File: src/rtl/i2cm_pkg.sv
// ----------------------------------------------------------------------------
// i2cm_pkg
// shared types and codes of the i2c master byte engine
// ----------------------------------------------------------------------------
package i2cm_pkg;

  // command opcodes
  localparam logic [1:0] OP_START = 2'd0;
  localparam logic [1:0] OP_STOP  = 2'd1;
  localparam logic [1:0] OP_WRITE = 2'd2;
  localparam logic [1:0] OP_READ  = 2'd3;

  // configuration register indexes
  localparam logic [1:0] CFG_HALF_BIT    = 2'd0;
  localparam logic [1:0] CFG_START_STOP  = 2'd1;
  localparam logic [1:0] CFG_SAMPLE_HOLD = 2'd2;
  localparam logic [1:0] CFG_ACK_TIMEOUT = 2'd3;

  // configuration reset values
  localparam logic [15:0] HALF_BIT_RST    = 16'd2;
  localparam logic [15:0] START_STOP_RST  = 16'd4;
  localparam logic [15:0] SAMPLE_HOLD_RST = 16'd1;
  localparam logic [7:0]  ACK_TIMEOUT_RST = 8'd250;

  // sequencer phases
  localparam logic [4:0] PH_IDLE  = 5'd0;
  localparam logic [4:0] PH_S1    = 5'd1;
  localparam logic [4:0] PH_S2    = 5'd2;
  localparam logic [4:0] PH_P1    = 5'd3;
  localparam logic [4:0] PH_P2    = 5'd4;
  localparam logic [4:0] PH_WLOW  = 5'd5;
  localparam logic [4:0] PH_WHIGH = 5'd6;
  localparam logic [4:0] PH_WGAP  = 5'd7;
  localparam logic [4:0] PH_AREL  = 5'd8;
  localparam logic [4:0] PH_AHIGH = 5'd9;
  localparam logic [4:0] PH_APOLL = 5'd10;
  localparam logic [4:0] PH_F1    = 5'd11;
  localparam logic [4:0] PH_F2    = 5'd12;
  localparam logic [4:0] PH_RLOW  = 5'd13;
  localparam logic [4:0] PH_RHIGH = 5'd14;
  localparam logic [4:0] PH_KLOW  = 5'd15;
  localparam logic [4:0] PH_KHIGH = 5'd16;

  localparam logic [3:0] BITS_PER_BYTE = 4'd8;

  typedef struct packed {
    logic [15:0] half_bit_ticks;
    logic [15:0] start_stop_ticks;
    logic [15:0] sample_hold_ticks;
    logic [7:0]  ack_timeout_ticks;
  } cfg_t;

  typedef struct packed {
    logic       cmd_valid;
    logic [1:0] opcode;
    logic [7:0] tx_byte;
    logic       send_ack;
    logic       sda_in;
  } item_t;

  typedef struct packed {
    logic       scl_level;
    logic       sda_level;
    logic       sda_released;
    logic       busy_res;
    logic       done_res;
    logic [7:0] rx_byte;
    logic       ack_error;
  } result_t;

endpackage

File: src/rtl/i2c_master_byte_engine_top.sv
// ----------------------------------------------------------------------------
// i2c_master_byte_engine_top
// i2c master byte engine: one timing tick per item, one result per tick
// ----------------------------------------------------------------------------
//
//  channel  direction  handshake            payload
//  -------  ---------  -------------------  ------------------------------------
//  in       input      in_valid / in_stall  cmd_valid opcode tx_byte send_ack sda_in
//  out      output     out_valid/out_stall  scl sda released busy done rx ack_error
//  cfg      input      cfg_wr_en            cfg_index cfg_data
//
//  one item per cycle sustained while out_stall is low; an accepted item passes
//  the input register, then step logic into the result register
//  the rate is set by the loop through the sequencer state registers
//  reset: sequencer idle, both bus lines high, config at defaults
//  a stalled result holds the step stage; input stalls only when that stage is full
//
module i2c_master_byte_engine_top
  import i2cm_pkg::*;
#(
  parameter int COUNTER_WIDTH = 16
) (
  input  logic        clk,
  input  logic        rst_n,
  // input channel
  input  logic        in_valid,
  output logic        in_stall,
  input  logic        in_cmd_valid,
  input  logic [1:0]  in_opcode,
  input  logic [7:0]  in_tx_byte,
  input  logic        in_send_ack,
  input  logic        in_sda_in,
  // result channel
  output logic        out_valid,
  input  logic        out_stall,
  output logic        out_scl_level,
  output logic        out_sda_level,
  output logic        out_sda_released,
  output logic        out_busy_res,
  output logic        out_done_res,
  output logic [7:0]  out_rx_byte,
  output logic        out_ack_error,
  // configuration port
  input  logic        cfg_wr_en,
  input  logic [1:0]  cfg_index,
  input  logic [15:0] cfg_data
);

  cfg_t    cfg_r;
  item_t   item_r;
  logic    item_valid_r;
  result_t res_r;
  result_t step_res;
  logic    res_valid_r;
  logic    advance;
  logic    in_take;

  // step stage moves when the result register is free or being drained
  assign advance  = !res_valid_r || !out_stall;
  assign in_stall = item_valid_r && !advance;
  assign in_take  = in_valid && !in_stall;

  // configuration registers
  always_ff @(posedge clk) begin
    if (!rst_n) begin
      cfg_r.half_bit_ticks    <= HALF_BIT_RST;
      cfg_r.start_stop_ticks  <= START_STOP_RST;
      cfg_r.sample_hold_ticks <= SAMPLE_HOLD_RST;
      cfg_r.ack_timeout_ticks <= ACK_TIMEOUT_RST;
    end else if (cfg_wr_en) begin
      unique case (cfg_index)
        CFG_HALF_BIT:    cfg_r.half_bit_ticks    <= cfg_data;
        CFG_START_STOP:  cfg_r.start_stop_ticks  <= cfg_data;
        CFG_SAMPLE_HOLD: cfg_r.sample_hold_ticks <= cfg_data;
        CFG_ACK_TIMEOUT: cfg_r.ack_timeout_ticks <= cfg_data[7:0];
      endcase
    end
  end

  // input register
  always_ff @(posedge clk) begin
    if (!rst_n) begin
      item_valid_r <= 1'b0;
    end else if (in_take) begin
      item_valid_r <= 1'b1;
    end else if (advance) begin
      item_valid_r <= 1'b0;
    end
  end

  always_ff @(posedge clk) begin
    if (in_take) begin
      item_r.cmd_valid <= in_cmd_valid;
      item_r.opcode    <= in_opcode;
      item_r.tx_byte   <= in_tx_byte;
      item_r.send_ack  <= in_send_ack;
      item_r.sda_in    <= in_sda_in;
    end
  end

  // sequencer: state advances once per item leaving the input register
  i2cm_core #(
    .COUNTER_WIDTH (COUNTER_WIDTH)
  ) u_core (
    .clk     (clk),
    .rst_n   (rst_n),
    .step_en (item_valid_r && advance),
    .item    (item_r),
    .cfg     (cfg_r),
    .result  (step_res)
  );

  // result register
  always_ff @(posedge clk) begin
    if (!rst_n) begin
      res_valid_r <= 1'b0;
    end else if (advance) begin
      res_valid_r <= item_valid_r;
    end
  end

  always_ff @(posedge clk) begin
    if (advance && item_valid_r) begin
      res_r <= step_res;
    end
  end

  assign out_valid        = res_valid_r;
  assign out_scl_level    = res_r.scl_level;
  assign out_sda_level    = res_r.sda_level;
  assign out_sda_released = res_r.sda_released;
  assign out_busy_res     = res_r.busy_res;
  assign out_done_res     = res_r.done_res;
  assign out_rx_byte      = res_r.rx_byte;
  assign out_ack_error    = res_r.ack_error;

endmodule

File: src/rtl/i2cm_core.sv
// ----------------------------------------------------------------------------
// i2cm_core
// bus sequencer state and one-tick step logic
// ----------------------------------------------------------------------------
module i2cm_core
  import i2cm_pkg::*;
#(
  parameter int COUNTER_WIDTH = 16
) (
  input  logic    clk,
  input  logic    rst_n,
  input  logic    step_en,
  input  item_t   item,
  input  cfg_t    cfg,
  output result_t result
);

  localparam int CW = COUNTER_WIDTH;
  localparam logic [32:0] CMAX = (33'h1 << CW) - 33'h1;

  logic [4:0]    phase_r, phase_nxt;
  logic [CW-1:0] tick_r, tick_nxt;
  logic [3:0]    bit_r, bit_nxt;
  logic [7:0]    shift_r, shift_nxt;
  logic [7:0]    wait_r, wait_nxt;
  logic          scl_r, scl_nxt;
  logic          sda_r, sda_nxt;
  logic          ack_r, ack_nxt;
  logic          done, aerr;
  logic [7:0]    rx;
  logic [3:0]    bit_inc;
  logic [7:0]    shift_up;
  logic [CW-1:0] arm_half, arm_ss, arm_hold;

  // zero counts as one, large values clip to the counter range
  function automatic logic [CW-1:0] load_val(input logic [15:0] d);
    logic [32:0] v;
    v = {17'd0, d};
    if (v == 33'd0) v = 33'd1;
    if (v > CMAX) v = CMAX;
    return v[CW-1:0];
  endfunction

  assign arm_half = load_val(cfg.half_bit_ticks);
  assign arm_ss   = load_val(cfg.start_stop_ticks);
  assign arm_hold = load_val(cfg.sample_hold_ticks);
  assign bit_inc  = bit_r + 4'd1;
  assign shift_up = {shift_r[6:0], 1'b0};

  always_comb begin
    phase_nxt = phase_r;
    tick_nxt  = tick_r;
    bit_nxt   = bit_r;
    shift_nxt = shift_r;
    wait_nxt  = wait_r;
    scl_nxt   = scl_r;
    sda_nxt   = sda_r;
    ack_nxt   = ack_r;
    done      = 1'b0;
    aerr      = 1'b0;
    rx        = 8'd0;
    if (phase_r == PH_IDLE) begin
      if (item.cmd_valid) begin
        unique case (item.opcode)
          OP_START: begin
            scl_nxt = 1'b1; sda_nxt = 1'b1;
            phase_nxt = PH_S1; tick_nxt = arm_ss;
          end
          OP_STOP: begin
            scl_nxt = 1'b0; sda_nxt = 1'b0;
            phase_nxt = PH_P1; tick_nxt = arm_ss;
          end
          OP_WRITE: begin
            shift_nxt = item.tx_byte; bit_nxt = 4'd0;
            scl_nxt = 1'b0; sda_nxt = item.tx_byte[7];
            phase_nxt = PH_WLOW; tick_nxt = arm_half;
          end
          OP_READ: begin
            shift_nxt = 8'd0; bit_nxt = 4'd0; ack_nxt = item.send_ack;
            scl_nxt = 1'b0; sda_nxt = 1'b1;
            phase_nxt = PH_RLOW; tick_nxt = arm_half;
          end
        endcase
      end
    end else if (phase_r == PH_APOLL) begin
      // clock held high, polling for the slave ack
      if (!item.sda_in) begin
        scl_nxt = 1'b0; done = 1'b1; phase_nxt = PH_IDLE;
      end else if (wait_r >= cfg.ack_timeout_ticks) begin
        scl_nxt = 1'b0; sda_nxt = 1'b0;
        phase_nxt = PH_F1; tick_nxt = arm_ss;
      end else begin
        wait_nxt = wait_r + 8'd1;
      end
    end else if (tick_r > CW'(1)) begin
      tick_nxt = tick_r - CW'(1);
    end else begin
      unique case (phase_r)
        PH_S1: begin
          sda_nxt = 1'b0; phase_nxt = PH_S2; tick_nxt = arm_ss;
        end
        PH_S2: begin
          scl_nxt = 1'b0; done = 1'b1; phase_nxt = PH_IDLE;
        end
        PH_P1: begin
          scl_nxt = 1'b1; sda_nxt = 1'b1; phase_nxt = PH_P2; tick_nxt = arm_ss;
        end
        PH_P2: begin
          done = 1'b1; phase_nxt = PH_IDLE;
        end
        PH_WLOW: begin
          scl_nxt = 1'b1; phase_nxt = PH_WHIGH; tick_nxt = arm_half;
        end
        PH_WHIGH: begin
          scl_nxt = 1'b0; phase_nxt = PH_WGAP; tick_nxt = arm_half;
        end
        PH_WGAP: begin
          shift_nxt = shift_up;
          bit_nxt   = bit_inc;
          if (bit_inc >= BITS_PER_BYTE) begin
            sda_nxt = 1'b1; phase_nxt = PH_AREL;
          end else begin
            sda_nxt = shift_up[7]; phase_nxt = PH_WLOW;
          end
          tick_nxt = arm_half;
        end
        PH_AREL: begin
          scl_nxt = 1'b1; phase_nxt = PH_AHIGH; tick_nxt = arm_half;
        end
        PH_AHIGH: begin
          wait_nxt = 8'd0; phase_nxt = PH_APOLL;
        end
        PH_F1: begin
          scl_nxt = 1'b1; sda_nxt = 1'b1; phase_nxt = PH_F2; tick_nxt = arm_ss;
        end
        PH_F2: begin
          done = 1'b1; aerr = 1'b1; phase_nxt = PH_IDLE;
        end
        PH_RLOW: begin
          scl_nxt   = 1'b1;
          shift_nxt = {shift_r[6:0], item.sda_in};
          phase_nxt = PH_RHIGH; tick_nxt = arm_hold;
        end
        PH_RHIGH: begin
          bit_nxt = bit_inc;
          scl_nxt = 1'b0;
          if (bit_inc >= BITS_PER_BYTE) begin
            sda_nxt = !ack_r; phase_nxt = PH_KLOW;
          end else begin
            phase_nxt = PH_RLOW;
          end
          tick_nxt = arm_half;
        end
        PH_KLOW: begin
          scl_nxt = 1'b1; phase_nxt = PH_KHIGH; tick_nxt = arm_half;
        end
        PH_KHIGH: begin
          scl_nxt = 1'b0; done = 1'b1; rx = shift_r; phase_nxt = PH_IDLE;
        end
        default: phase_nxt = PH_IDLE;
      endcase
    end
  end

  always_ff @(posedge clk) begin
    if (!rst_n) begin
      phase_r <= PH_IDLE;
      tick_r  <= '0;
      bit_r   <= 4'd0;
      shift_r <= 8'd0;
      wait_r  <= 8'd0;
      scl_r   <= 1'b1;
      sda_r   <= 1'b1;
      ack_r   <= 1'b0;
    end else if (step_en) begin
      phase_r <= phase_nxt;
      tick_r  <= tick_nxt;
      bit_r   <= bit_nxt;
      shift_r <= shift_nxt;
      wait_r  <= wait_nxt;
      scl_r   <= scl_nxt;
      sda_r   <= sda_nxt;
      ack_r   <= ack_nxt;
    end
  end

  always_comb begin
    result.scl_level    = scl_nxt;
    result.sda_level    = sda_nxt;
    result.sda_released = (phase_nxt == PH_AREL) || (phase_nxt == PH_AHIGH) ||
                          (phase_nxt == PH_APOLL) || (phase_nxt == PH_RLOW) ||
                          (phase_nxt == PH_RHIGH);
    result.busy_res     = (phase_nxt != PH_IDLE);
    result.done_res     = done;
    result.rx_byte      = rx;
    result.ack_error    = aerr;
  end

endmodule
File: config.mk
export PLATFORM = sky130hd
export DESIGN_NAME = i2c_master_byte_engine_top
export DESIGN_NICKNAME = d
export VERILOG_FILES = /design/src/rtl/i2cm_pkg.sv /design/src/rtl/i2c_master_byte_engine_top.sv /design/src/rtl/i2cm_core.sv
export SDC_FILE = /design/constraint.sdc
export NUM_CORES = 1
export LEC_CHECK = 0
export ABC_AREA = 1
export BUFFER_PORTS_ARGS = -buffer_cell sky130_fd_sc_hd__buf_2
export CAP_MARGIN = 20
export CORE_MARGIN = 4
export CORE_UTILIZATION = 30
export DETAILED_ROUTE_END_ITERATION = 8
export GPL_TIMING_DRIVEN = 0
export HOLD_SLACK_MARGIN = 0.02
export PLACE_DENSITY = 0.56
export SLEW_MARGIN = 10
export SYNTH_ARGS = -nofsm -noshare
export SYNTH_HDL_FRONTEND = slang
export SYNTH_HIERARCHICAL = 1
export SYNTH_SLANG_ARGS = --single-unit
File: constraint.sdc
create_clock -name clk -period 3.1 [get_ports clk]
set_clock_uncertainty 0.1 [all_clocks]
set_input_delay 0.155 -clock clk [delete_from_list [all_inputs] [get_ports clk]]
set_output_delay 0.155 -clock clk [all_outputs]
set_load 0.03 [all_outputs]
### Word level (Yosys, flattened, before mapping)

Index checks and enable logic that the tools add are counted.

* flip-flop bits (word level): 129
* word-level logic and storage cells: 187
* bits of input ports: 36
* output and inout bits: 16

* magnitude comparators: 6
* bitwise logic cells: 2
* $add $sub $neg: 3
* reductions and logical operators: 47
* equal/unequal tests: 37
* mux-type cells: 66

Operators with widths (count)
* 16-bit two-way mux: 12
* 8-bit two-way mux: 9
* 5-bit by 4-bit equality test with 1-bit output, second input constant: 13
* 5-bit one-hot mux with 11 select lines: 1
* 16-bit greater-than comparator, second input constant: 3
* 16-bit zero test: 3
* 16-bit one-hot mux with 3 select lines: 1
* 16-bit one-hot mux with 2 select lines: 1
* 8-bit one-hot mux with 2 select lines: 2
* 5-bit two-way mux: 6
* 4-bit two-way mux: 7
* 1-bit two-way mux: 21
* 5-bit by 3-bit equality test with 1-bit output, second input constant: 4
* 5-bit one-hot mux with 4 select lines: 1
* 6-bit AND reduction: 3
* 16-bit by 1-bit greater-than comparator with 1-bit output, second input constant: 1
* 16-bit by 1-bit subtractor with 16-bit output, second input constant: 1
* 4-bit OR reduction: 3
* 6-bit OR reduction: 2
* 5-bit by 2-bit equality test with 1-bit output, second input constant: 2
* 2-bit OR reduction: 5
* 3-bit OR reduction: 3
* 8-bit by 1-bit adder with 8-bit output, second input constant: 1
* 2-bit equality test, second input constant: 4
* 27 further kinds: 52

### Longest topological paths before layout

Gate-level depths: netlist of run 1.

* depth after elaboration: 12
* depth in mapped cells: 15
* mapped depth without buffers: 15

### Modules after synthesis

Netlist of run 1, hierarchy kept.

By module, submodules not included
* i2cm_core: seq. area each 880.8 um2, area an instance 4416.7 um2, instances 1, cells each 773
* i2c_master_byte_engine_top: seq. area each 1971.9 um2, area an instance 3188.1 um2, instances 1, cells each 387

### Least setup slack after synthesis of run 1

OpenSTA, ideal clock, no wires.

* path kind: flip-flop to flip-flop
* start: register res_valid_r, in the netlist out_valid
* end: register u_core.shift_r[6]
* path slack: 507 ps
* stages on the path, launching flop included: 10
* library setup time: 119 ps
* data arrival time: 2374 ps
* buffers on the path: 1
* data required time: 2881 ps
* clock period less this slack: 2593 ps
* path through: dfxtp_1 > nand2_1 > inv_1 > nor2_1 > inv_1 > a21oi_1 > nand3_2 > buf_2 > o21ai_1 > a21oi_1

* cells in the longest elaborated chain, start to end: 4

RTL lines
* start, declared: RTL line i2c_master_byte_engine_top.sv:54 `logic res_valid_r;`
* start signal, assigned: RTL line i2c_master_byte_engine_top.sv:118 `res_valid_r <= item_valid_r;`
* 1-bit zero test: RTL line i2c_master_byte_engine_top.sv:59 `assign advance = !res_valid_r || !out_stall;`
* 1-bit logical OR: RTL line i2c_master_byte_engine_top.sv:59
* 1-bit logical AND: RTL line i2c_master_byte_engine_top.sv:107 `.step_en (item_valid_r && advance),`
* 6-bit AND reduction (no line)
* end signal, assigned: RTL line i2cm_core.sv:179 `shift_r <= shift_nxt;`
* end, declared: RTL line i2cm_core.sv:24 `logic [7:0] shift_r, shift_nxt;`

No other way between the ends.
A chain may end at the register's enable or synchronous reset.

### Worst setup path after layout of run 1

* start: register u_core.tick_r[0]
* end: register u_core.tick_r[10]

* cells in the longest elaborated chain, start to end: 4
* elaborated cells on any way between the ends: 7
* those cells by class: 1 x add/sub; 1 x order compare; 3 x mux; 2 x reduce/logical

RTL lines
* start, declared: RTL line i2cm_core.sv:22 `logic [CW-1:0] tick_r, tick_nxt;`
* start signal, assigned: RTL line i2cm_core.sv:177 `tick_r <= tick_nxt;`
* 16-bit by 1-bit subtractor with 16-bit output / 16-bit by 1-bit greater-than comparator with 1-bit output (equally long branches): RTL line i2cm_core.sv:96, i2cm_core.sv:95
* 16-bit two-way mux: RTL line i2cm_core.sv:95 `end else if (tick_r > CW'(1)) begin`
* 16-bit two-way mux: RTL line i2cm_core.sv:85 `end else if (phase_r == PH_APOLL) begin`
* 16-bit two-way mux: RTL line i2cm_core.sv:62 `if (phase_r == PH_IDLE) begin`

Several ways; a longest one is shown, not always the timed one.

==> metrics.txt, run 1 <==
Clock Power Share=38.8%; Hold Crit Class=in2reg; Worst slew margin=49.46%; register bit count reported by yosys=129; CTS Buf Count=17; Die W=167.2 um; # rows=58; Post-Syn Area per Cell=6.556 sq um; Worst setup SP type=flop; GRT Total Usage=17.26%; vias per inst=4.742; WHS Endpoint=cfg_r[42]; Sw Ratio=33.83%; synth top area cells=dfxtp_1, nand2_1, edfxtp_1, nor2_1, inv_1; CTS max path bufs=2; Final Wtd Congestion=0.9125; most used cell, CP=nor2_1; overall power=5.133 mW; DP Worst Slack=0.6640 ns; drt wl/cell=15.06 um; antenna cell count=0; Layout Area Growth over Synthesis=21.06%; period utilization=78.82%; worst-margin pin slew=0.7582 ns; # IOs=52; synthesized instance count=1160; via count=7621; share of flip-flops with an asynchronous set or reset=0%; CP Depth=13; largest fanout on the critical path=10; Setup violations, final=0; Yosys top cell by area=dfxtp_1; Worst path top cell family by delay=simple AND/OR/NAND/NOR gates; Die ar.=0.02796 sq mm; placed insts=1541; Critical Path Source=u_core/tick_r[0]; switching pwr=1.737 mW; Remaining DRCs=0; CTS tree=done; R2R Setup Slk=0.66 ns; max-slew violations=0; leak pwr=4.309 nW; initial antenna violation count=0; HP Start=cfg_wr_en; slowest cell on the critical path=clkbuf_1; final net count=1316; Worst-path clk slew=0.07 ns; Crit Path Class=reg2reg; Reg2Reg Depth=13; critical path endpoint category=flop; detailed-router iteration count before antenna repair=5; core area=0.02504 sq mm; maximum vdd drop=0.0002712 V; Yosys warning count=6; dpl hpwl=18110 um; final setup margin=0.6565 ns; post-synth cell types=39; CP peak stage delay=0.45 ns; starting density of the core=30.37%; Clock Sink Count=129; Sequential Power Share=37.2%; cell breakdown of the critical path=inv_1 > ha_1 > inv_1 > nand2_1 > nand3_1 > nor2_1 > nand2_2 > clkbuf_1 > a31oi_1 > nand2_1 > nand3_1 > nor2_1 > nor2_1; Post-Syn Area=0.007605 sq mm; Fin. Hold Viols=0; fmax=409.2 MHz; CP required=3.31 ns; Most used DFF post-synth=dfxtp_1; clk_lat worst skew=0.42 ns; EDFF count, synth=27; fin cells=1607; post-synth top area share=26.85%; Remaining Overflow, GRT=0; Root Driver=clkbuf_16; RSZ-0062 raised after global routing=no; outcome=completed; CTS H-tree lvls=4; global-route wire length before repair=38900 um; Final TNS setup=0 ns; max cap viols=0; syn_nets=1212; Seq/Total Area, Yosys=37.51%; reg2reg end=u_core/tick_r[10]; largest net degree at the start of global routing=20; Power Density=557.6 mW/mm^2; reg-to-reg startpoint=u_core/tick_r[0]; Hold Path Cell Cnt=4; post-route ant nets=0; min Tclk post-route=2.444 ns; vias in the first global route=7162; internal power=3.397 mW; Buf/Inv on CP=3; initial drt markers=542; I/O Buffers=50; hold slack=0.06326 ns; Gate power share=24.0%; WP data arrival=2.65 ns; Routed WL=24210 um; fraction of layout cells with a size suffix above 1=12.45%; die span in y=167.2 um; final-layout fill cell count=2724
worst reg2reg max path, cell delays in order, from the launching register on:
cell and delay [ns]:
dfxtp_1 0.38, inv_1 0.08, ha_1 0.26, inv_1 0.10
nand2_1 0.05, nand3_1 0.06, nor2_1 0.05, nand2_2 0.18
clkbuf_1 0.45, a31oi_1 0.22, nand2_1 0.11, nand3_1 0.07
nor2_1 0.18, nor2_1 0.06
layout by cell type (no fill, tap or decap), types with 22 or more instances in the layout:
master         Yosys  layout
inv_1            159     159
dfxtp_1          102     102
nand3_1           92      92
dlygate4sd3_1      0      34
nor2_1           184     183
buf_2             23      73
edfxtp_1          27      27
nand4_1           22      22
a21oi_1           83      83
nand2_1          275     275
o21ai_0           47      47
flip-flops by register name (all words and copies together) (netlist names), 4 cells and up:
name and cells:
u_core/shift_r 8, out_rx_byte 8, u_core/tick_r 16, cfg_r 56, u_core/bit_r 4, u_core/phase_r 5
u_core/wait_r 8, item_r 13
layer usage:
| metal | part of all wire [%] | track usage [%] | vias to the layer above |
|---|---|---|---|
| met3 | 5.1 | 3.140 | 34 |
| met1 | 50 | 24.94 | 3449 |
| met5 | 0 | 0 | - |
| met2 | 43 | 25.98 | 221 |
| met4 | 2.0 | 5.893 | 0 |
| li1 | - | - | 3917 |
how the worst max path moves through the flow:
| stage | endpoint | slack [ns] |
|---|---|---|
| finish | u_core/tick_r[10] | 0.66 |
| global route | u_core/shift_r[6] | 0.48 |
| detailed placement | u_core/shift_r[6] | 0.66 |
| floorplan | u_core/shift_r[6] | 0.51 |
| CTS | u_core/shift_r[6] | 0.64 |
| global placement | u_core/tick_r[8] | -0.27 |
timing repair:
item	4_1_cts	5_1_grt
gates resized for setup	0	0
hold buffers	34	0
hold endpoints to repair	73	0
buffers inserted	0	0
kinds of logic (layout without fill, tap and decap cells):
logic type / count (synthesis) / after routing / share of synthesized area, %
compound gates: 169 / 169 / 11.86
flops: 129 / 129 / 37.51
simple gates: 620 / 620 / 35.31
fa+ha+maj: 16 / 16 / 2.632
xor+xnor: 10 / 10 / 1.152
buf+inv: 216 / 333 / 11.53
cell usage after synthesis (7+ instances only):
| master | number |
|---|---|
| nand4_1 | 22 |
| o21ai_0 | 47 |
| nor2_4 | 7 |
| nor3_1 | 14 |
| dfxtp_1 | 102 |
| o21ai_1 | 12 |
| o22ai_1 | 8 |
| buf_2 | 23 |
| nand2_1 | 275 |
| inv_1 | 159 |
| buf_4 | 8 |
| edfxtp_1 | 27 |
| inv_2 | 11 |
| a21oi_1 | 83 |
| nor2_1 | 184 |
| nand3_1 | 92 |
| clkbuf_1 | 9 |
| nor2_2 | 10 |
| ha_1 | 16 |
metrics by stage:
stage / util, % / instance area, sq um
after floorplan: - / 7605
after CTS: 36.77 / 9206
after detailed placement: 33.09 / 8285
after global routing: 36.77 / 9206
after global placement: 33.02 / 8268
final: 36.77 / 9206
power groups by stage:
stage / sequential, mW / clock (mW) / combinational [mW]
2_1_floorplan: 1.94 / 0 / 0.831
3_3_place_gp: 1.94 / 0 / 1.17
3_5_place_dp: 1.94 / 0 / 1.18
4_1_cts: 1.91 / 2.04 / 1.22
5_1_grt: 1.92 / 2.12 / 1.37
6_report: 1.91 / 1.99 / 1.23
final cells by class:
| type | instances | area [sq um] | area share [%] |
|---|---|---|---|
| multi-input cells | 815 | 3877 | 42.12 |
| flip-flops and latches | 129 | 2853 | 30.99 |
| inverters | 170 | 638.1 | 6.931 |
| repair buffers | 85 | 605.6 | 6.578 |
| clock buffers | 19 | 454.2 | 4.933 |
| well taps | 330 | 412.9 | 4.485 |
| plain buffers | 46 | 239.0 | 2.596 |
| clock inverters | 13 | 126.4 | 1.373 |
No activity file was read; power rests on OpenSTA's default activity.
==> run 2: changes to the inputs <==
--- a/config.mk
+++ b/config.mk
@@ -13,7 +13,7 @@
 export DETAILED_ROUTE_END_ITERATION = 8
 export GPL_TIMING_DRIVEN = 0
 export HOLD_SLACK_MARGIN = 0.02
-export PLACE_DENSITY = 0.56
+export PLACE_DENSITY = 0.58
 export SLEW_MARGIN = 10
 export SYNTH_ARGS = -nofsm -noshare
 export SYNTH_HDL_FRONTEND = slang
==> constraint.sdc (replaced) <==
create_clock -name clk -period 2 [get_ports clk]
set_clock_uncertainty 0.1 [all_clocks]
set_input_delay 0.1 -clock clk [delete_from_list [all_inputs] [get_ports clk]]
set_output_delay 0.1 -clock clk [all_outputs]
set_load 0.03 [all_outputs]
==> metrics.txt, run 2 (synthesized netlist as in run 1, its figures left out) <==
CTS max path bufs=2 (unchanged); Routed WL=25810 um (+6.6%); Worst slew margin=48.74% (-0.71 points); min Tclk post-route=2.034 ns (-0.4094 ns); vias per inst=4.845 (+2.2%); global-route wire length before repair=40510 um (+4.1%); final net count=1354 (+2.9%); Worst path top cell family by delay=simple AND/OR/NAND/NOR gates; Layout Area Growth over Synthesis=35.74%; slowest cell on the critical path=dfxtp_2; vias in the first global route=7368 (+2.9%); via count=7970 (+4.6%); antenna cell count=0 (unchanged); fin cells=1645 (+2.4%); critical path endpoint category=flop; Die ar.=0.02796 sq mm (unchanged); CP peak stage delay=0.34 ns (-0.11 ns); detailed-router iteration count before antenna repair=7 (+2); Hold Crit Class=in2reg; post-route ant nets=0 (unchanged); CTS Buf Count=17 (unchanged); Core Util, Final=41.23% (+4.5 points); drt wl/cell=15.69 um (+4.1%); clk_lat worst skew=0.43 ns (about the same); most frequent cells in the layout=nand2_1, nor2_1, inv_1, dfxtp_1, nand3_1; Die W=167.2 um (unchanged); Fin. Hold Viols=0 (unchanged); Power Density=834.7 mW/mm^2 (+50%); placed insts=1540 (-0.065%); CP required=2.08 ns (-1.23 ns); GRT Total Usage=18.08% (+0.81 points); overall power=8.616 mW (+68%); Clock Sink Count=129 (unchanged); core area=0.02504 sq mm (unchanged); max-slew violations=0 (unchanged); cell breakdown of the critical path=inv_2 > ha_4 > inv_2 > o21bai_1 > nand2_1 > nand2_2 > nand2_2 > buf_6 > nand3_1 > nand2_1 > nand3_1 > nand3_2 > buf_4; fraction of layout cells with a size suffix above 1=25.25% (+13 points); RSZ-0062 raised after global routing=yes; initial drt markers=700 (+29%); I/O Buffers=50 (unchanged); hold slack=0.2897 ns (+0.2264 ns); maximum vdd drop=0.0005479 V (+100%); Worst setup SP type=flop; Root Driver=clkbuf_16; registers with the most flip-flops=cfg_r: 56 flops, u_core/tick_r: 16 flops, item_r: 13 flops; DP Worst Slack=-0.4371 ns (-1.101 ns); worst-margin pin slew=0.7689 ns (+0.01068 ns); WP data arrival=2.11 ns (-0.54 ns); Crit Path Class=reg2reg; final-layout fill cell count=2602 (-4.5%); Biggest register=cfg_r; CTS tree=done; dpl hpwl=17900 um (-1.2%); fmax=491.6 MHz (+20%); largest net degree at the start of global routing=17 (-15%); initial antenna violation count=0 (unchanged); final setup margin=-0.03417 ns (-0.6906 ns); max cap viols=0 (unchanged); Buf/Inv on CP=4 (+1); leading cell type in the layout, fill and taps excluded=nand2_1; CTS H-tree lvls=4 (unchanged); Remaining Overflow, GRT=0 (unchanged); starting density of the core=30.37% (unchanged); Largest register FFs=56 (unchanged); # IOs=52 (unchanged); leak pwr=4.655 nW (+8.0%); die span in y=167.2 um (unchanged); Final Wtd Congestion=0.9107 (-0.20%); Remaining DRCs=0 (unchanged); Setup violations, final=8 (+8); outcome=complete, but fails checks; failing checks=negative setup slack; largest fanout on the critical path=2 (-8); Worst-path clk slew=0.06 ns (about the same); period utilization=101.7% (+23 points); # rows=58 (unchanged)
==> run 2: per-layer routing <==
metal  up-vias  global-route usage [%]  wire length [um]  share of wire [%]
li1       3993                       -                 -                  -
met1      3674                   25.90             12290                 48
met2       262                   28.16             11610                 45
met3        41                   3.045              1339                5.2
met4         0                   5.116               563                2.2
met5         -                       0                 0                  0
==> run 2: timing repair <==
item | in CTS | in global routing
hold buffers | 35 | 0
pin swaps | 53 | 37
resized for setup | 139 | 81
setup endpoints to repair | 57 | 52
gates cloned | 3 | 2
setup buffers | 26 | 10
endpoints found under the hold margin | 75 | 0
==> run 2: power breakdown <==
part	internal (mW)	total, mW	switching, mW
Sequential	2.82	2.98	0.164
Clock	1.77	3.12	1.34
Combinational	0.986	2.51	1.53
==> run 2: worst register-to-register path: cells and delay by family (launching register included) <==
| family | cells | cell delay (ns) |
|---|---|---|
| buf+inv | 4 | 0.35 |
| fa+ha+maj | 1 | 0.28 |
| compound gates | 1 | 0.11 |
| simple gates | 7 | 0.61 |
| flops | 1 | 0.34 |
==> run 2: through the flow <==
step                 TNS, ns  area (sq um)
floorplan           -0.01413          7612
CTS                  -0.1675          9928
finish               -0.1649         10320
global placement      -12.17          8275
detailed placement    -13.06          8275
global route          -2.601         10320
==> run 2: layout make-up <==
type                    instances  area, sq um  area share, %
flip-flops and latches        129         2892          28.01
inverters                     170        664.4          6.436
clock buffers                  17        425.4          4.121
plain buffers                  44        311.5          3.018
clock inverters                15        162.7          1.576
well taps                     330        412.9          4.000
multi-input cells             817         4489          43.49
repair buffers                123        964.7          9.345
==> run 2: path summary, 6_finish.rpt <==
| kind | start | to | slack (ns) | depth (start not counted) |
|---|---|---|---|---|
| worst min-delay path | in_cmd_valid | item_r[12] | 0.29 | 2 |
| worst min register to register | u_core/shift_r[7] | u_core/shift_r[7] | 0.36 | 2 |
| worst max-delay path | cfg_r[1] | out_sda_level | -0.03 | 13 |
| worst max register to register | cfg_r[1] | out_sda_level | -0.03 | 13 |
==> run 3: changes to the inputs <==
--- a/config.mk
+++ b/config.mk
@@ -8,12 +8,13 @@
 export ABC_AREA = 1
 export BUFFER_PORTS_ARGS = -buffer_cell sky130_fd_sc_hd__buf_2
 export CAP_MARGIN = 20
+export CORE_ASPECT_RATIO = 1.5
 export CORE_MARGIN = 4
 export CORE_UTILIZATION = 30
 export DETAILED_ROUTE_END_ITERATION = 8
 export GPL_TIMING_DRIVEN = 0
 export HOLD_SLACK_MARGIN = 0.02
-export PLACE_DENSITY = 0.58
+export PLACE_DENSITY = 0.56
 export SLEW_MARGIN = 10
 export SYNTH_ARGS = -nofsm -noshare
 export SYNTH_HDL_FRONTEND = slang
==> constraint.sdc (replaced) <==
create_clock -name clk -period 2.2 [get_ports clk]
set_clock_uncertainty 0.1 [all_clocks]
set_input_delay 0.11 -clock clk [delete_from_list [all_inputs] [get_ports clk]]
set_output_delay 0.11 -clock clk [all_outputs]
set_load 0.03 [all_outputs]
==> metrics.txt, run 3 (synthesized netlist as in run 1, its figures left out) <==
Worst setup SP type=flop; reg-to-reg startpoint=u_core/tick_r[2]; CP peak stage delay=0.34 ns (about the same); cell breakdown of the critical path=nor2_1 > nand2_1 > nor2_2 > nand2_4 > inv_1 > o21ai_0 > nand3_1 > o2111ai_1 > buf_4; Routed WL=24980 um (-3.2%); largest fanout on the critical path=5 (+3); Setup violations, final=0 (-8); # IOs=52 (unchanged); Hold Crit Class=in2reg; most frequent cells in the layout=nand2_1, nor2_1, inv_1, dfxtp_1, nand3_1; Die W=138 um (-17%); R2R Setup Slk=0.07 ns (+0.11 ns); Hold Path Cell Cnt=2 (unchanged); Reg2Reg Depth=9 (-4); overall power=7.598 mW (-12%); core area=0.02505 sq mm (about the same); via count=7677 (-3.7%); Largest register FFs=56 (unchanged); leading cell type in the layout, fill and taps excluded=nand2_1; CP required=2.29 ns (+0.21 ns); final-layout fill cell count=2706 (+4.0%); reg2reg end=out_scl_level; initial drt markers=485 (-31%); fmax=470.4 MHz (-4.3%); die span in y=203.0 um (+21%); GRT Total Usage=17.89% (-0.19 points); initial antenna violation count=0 (unchanged); Biggest register=cfg_r; WP data arrival=2.21 ns (+0.10 ns); leak pwr=4.437 nW (-4.7%); Crit Path Class=reg2reg; Remaining DRCs=0 (unchanged); hold slack=0.2975 ns (+0.007789 ns); WHS Endpoint=item_r[2]; Die ar.=0.02801 sq mm (+0.19%); critical path endpoint category=flop; vias per inst=4.733 (-2.3%); detailed-router iteration count before antenna repair=5 (-2); Layout Area Growth over Synthesis=26.64%; I/O Buffers=50 (unchanged); Fin. Hold Viols=0 (unchanged); slowest cell on the critical path=dfxtp_1; outcome=completed; worst-margin pin slew=0.8144 ns (+0.04559 ns); period utilization=96.63% (-5.1 points); global-route wire length before repair=39900 um (-1.5%); clk_lat worst skew=0.43 ns (about the same); HP Start=in_tx_byte[0]; drt wl/cell=15.40 um (-1.8%); Critical Path Source=u_core/tick_r[2]; RSZ-0062 raised after global routing=yes; vias in the first global route=7531 (+2.2%); min Tclk post-route=2.126 ns (+0.09173 ns); Power Density=788.9 mW/mm^2 (-5.5%); max cap viols=0 (unchanged); final net count=1333 (-1.6%); Remaining Overflow, GRT=0 (unchanged); Worst-path clk slew=0.06 ns (about the same); antenna cell count=0 (unchanged); CTS Buf Count=17 (unchanged); Worst slew margin=45.70% (-3.0 points); Final Wtd Congestion=0.9140 (+0.36%); Root Driver=clkbuf_16; post-route ant nets=0 (unchanged); Final TNS setup=0 ns (+0.1649 ns); maximum vdd drop=0.0006148 V (+12%); fraction of layout cells with a size suffix above 1=17.00% (-8.2 points); starting density of the core=30.36% (about the same); max-slew violations=0 (unchanged); largest net degree at the start of global routing=17 (unchanged); CTS tree=done; CTS H-tree lvls=4 (unchanged); dpl hpwl=18460 um (+3.1%); # rows=71 (+22%); CTS max path bufs=2 (unchanged); registers with the most flip-flops=cfg_r: 56 flops, u_core/tick_r: 16 flops, item_r: 13 flops; Clock Sink Count=129 (unchanged)
## run 3: cell count changes in the layout (fill, tap and decap cells not counted), sizes merged
| cell | previous run | this run |
|---|---|---|
| buf | 120 | 101 |
| bufinv | 1 | 3 |
| clkbuf | 29 | 28 |
| clkinvlp | 3 | 2 |
| inv | 178 | 176 |
## run 3: metrics by stage
step	setup slack, ns	util (%)	area [sq um]	instances
final	0.07410	38.44	9630	1622
after detailed placement	-0.3770	33.02	8273	1538
after global routing	-0.03229	38.44	9630	1622
after global placement	-0.3915	33.02	8273	1538
after CTS	0.008010	37.37	9363	1614
after floorplan	0.1911	-	7612	1160
## run 3: area by class of cell
cell class | count | area, sq um | share of cell area [%]
multi-input combinational | 817 | 4113 | 42.70
clock buffer | 18 | 429.2 | 4.456
timing repair buffer | 100 | 713.2 | 7.405
clock inverter | 14 | 175.2 | 1.819
sequential | 129 | 2865 | 29.75
tap | 328 | 410.4 | 4.261
buffer | 46 | 279.0 | 2.897
inverter | 170 | 645.6 | 6.704
## run 3: worst max path at each step
stage,endpoint,slack [ns],depth (start not counted)
3_3_place_gp,u_core/shift_r[6],-0.39,9
2_1_floorplan,u_core/shift_r[6],0.19,9
4_1_cts,out_sda_released,0.008,11
3_5_place_dp,u_core/shift_r[7],-0.38,9
5_1_grt,out_sda_released,-0.03,11
6_report,out_scl_level,0.07,9
## run 3: power by group
group	switching [mW]	total, mW	internal (mW)
Clock	1.16	2.96	1.80
Combinational	1.27	1.95	0.681
Sequential	0.124	2.69	2.57
## run 3: layer usage
layer	global-route usage, %	wire, um	part of all wire, %
met1	20.13	10220	41
met2	32.30	12820	51
met3	2.733	918	3.7
met4	9.640	1026	4.1
met5	0	0	0
## run 3: timing repair
action                                  CTS  global route
gates cloned                              2             0
endpoints found under the setup margin   42            42
buffers inserted                          7             8
gates resized for setup                  22            64
hold buffers                             35             0
endpoints found under the hold margin    75             0
pin swaps                                 5            13
## run 3: worst max-delay path: cells and delay by family (launching register included)
family / cells / cell delay [ns]
DFF: 1 / 0.34
and+or+nand+nor: 5 / 0.87
buffers and inverters: 2 / 0.32
AOI/OAI and AO/OA: 2 / 0.26
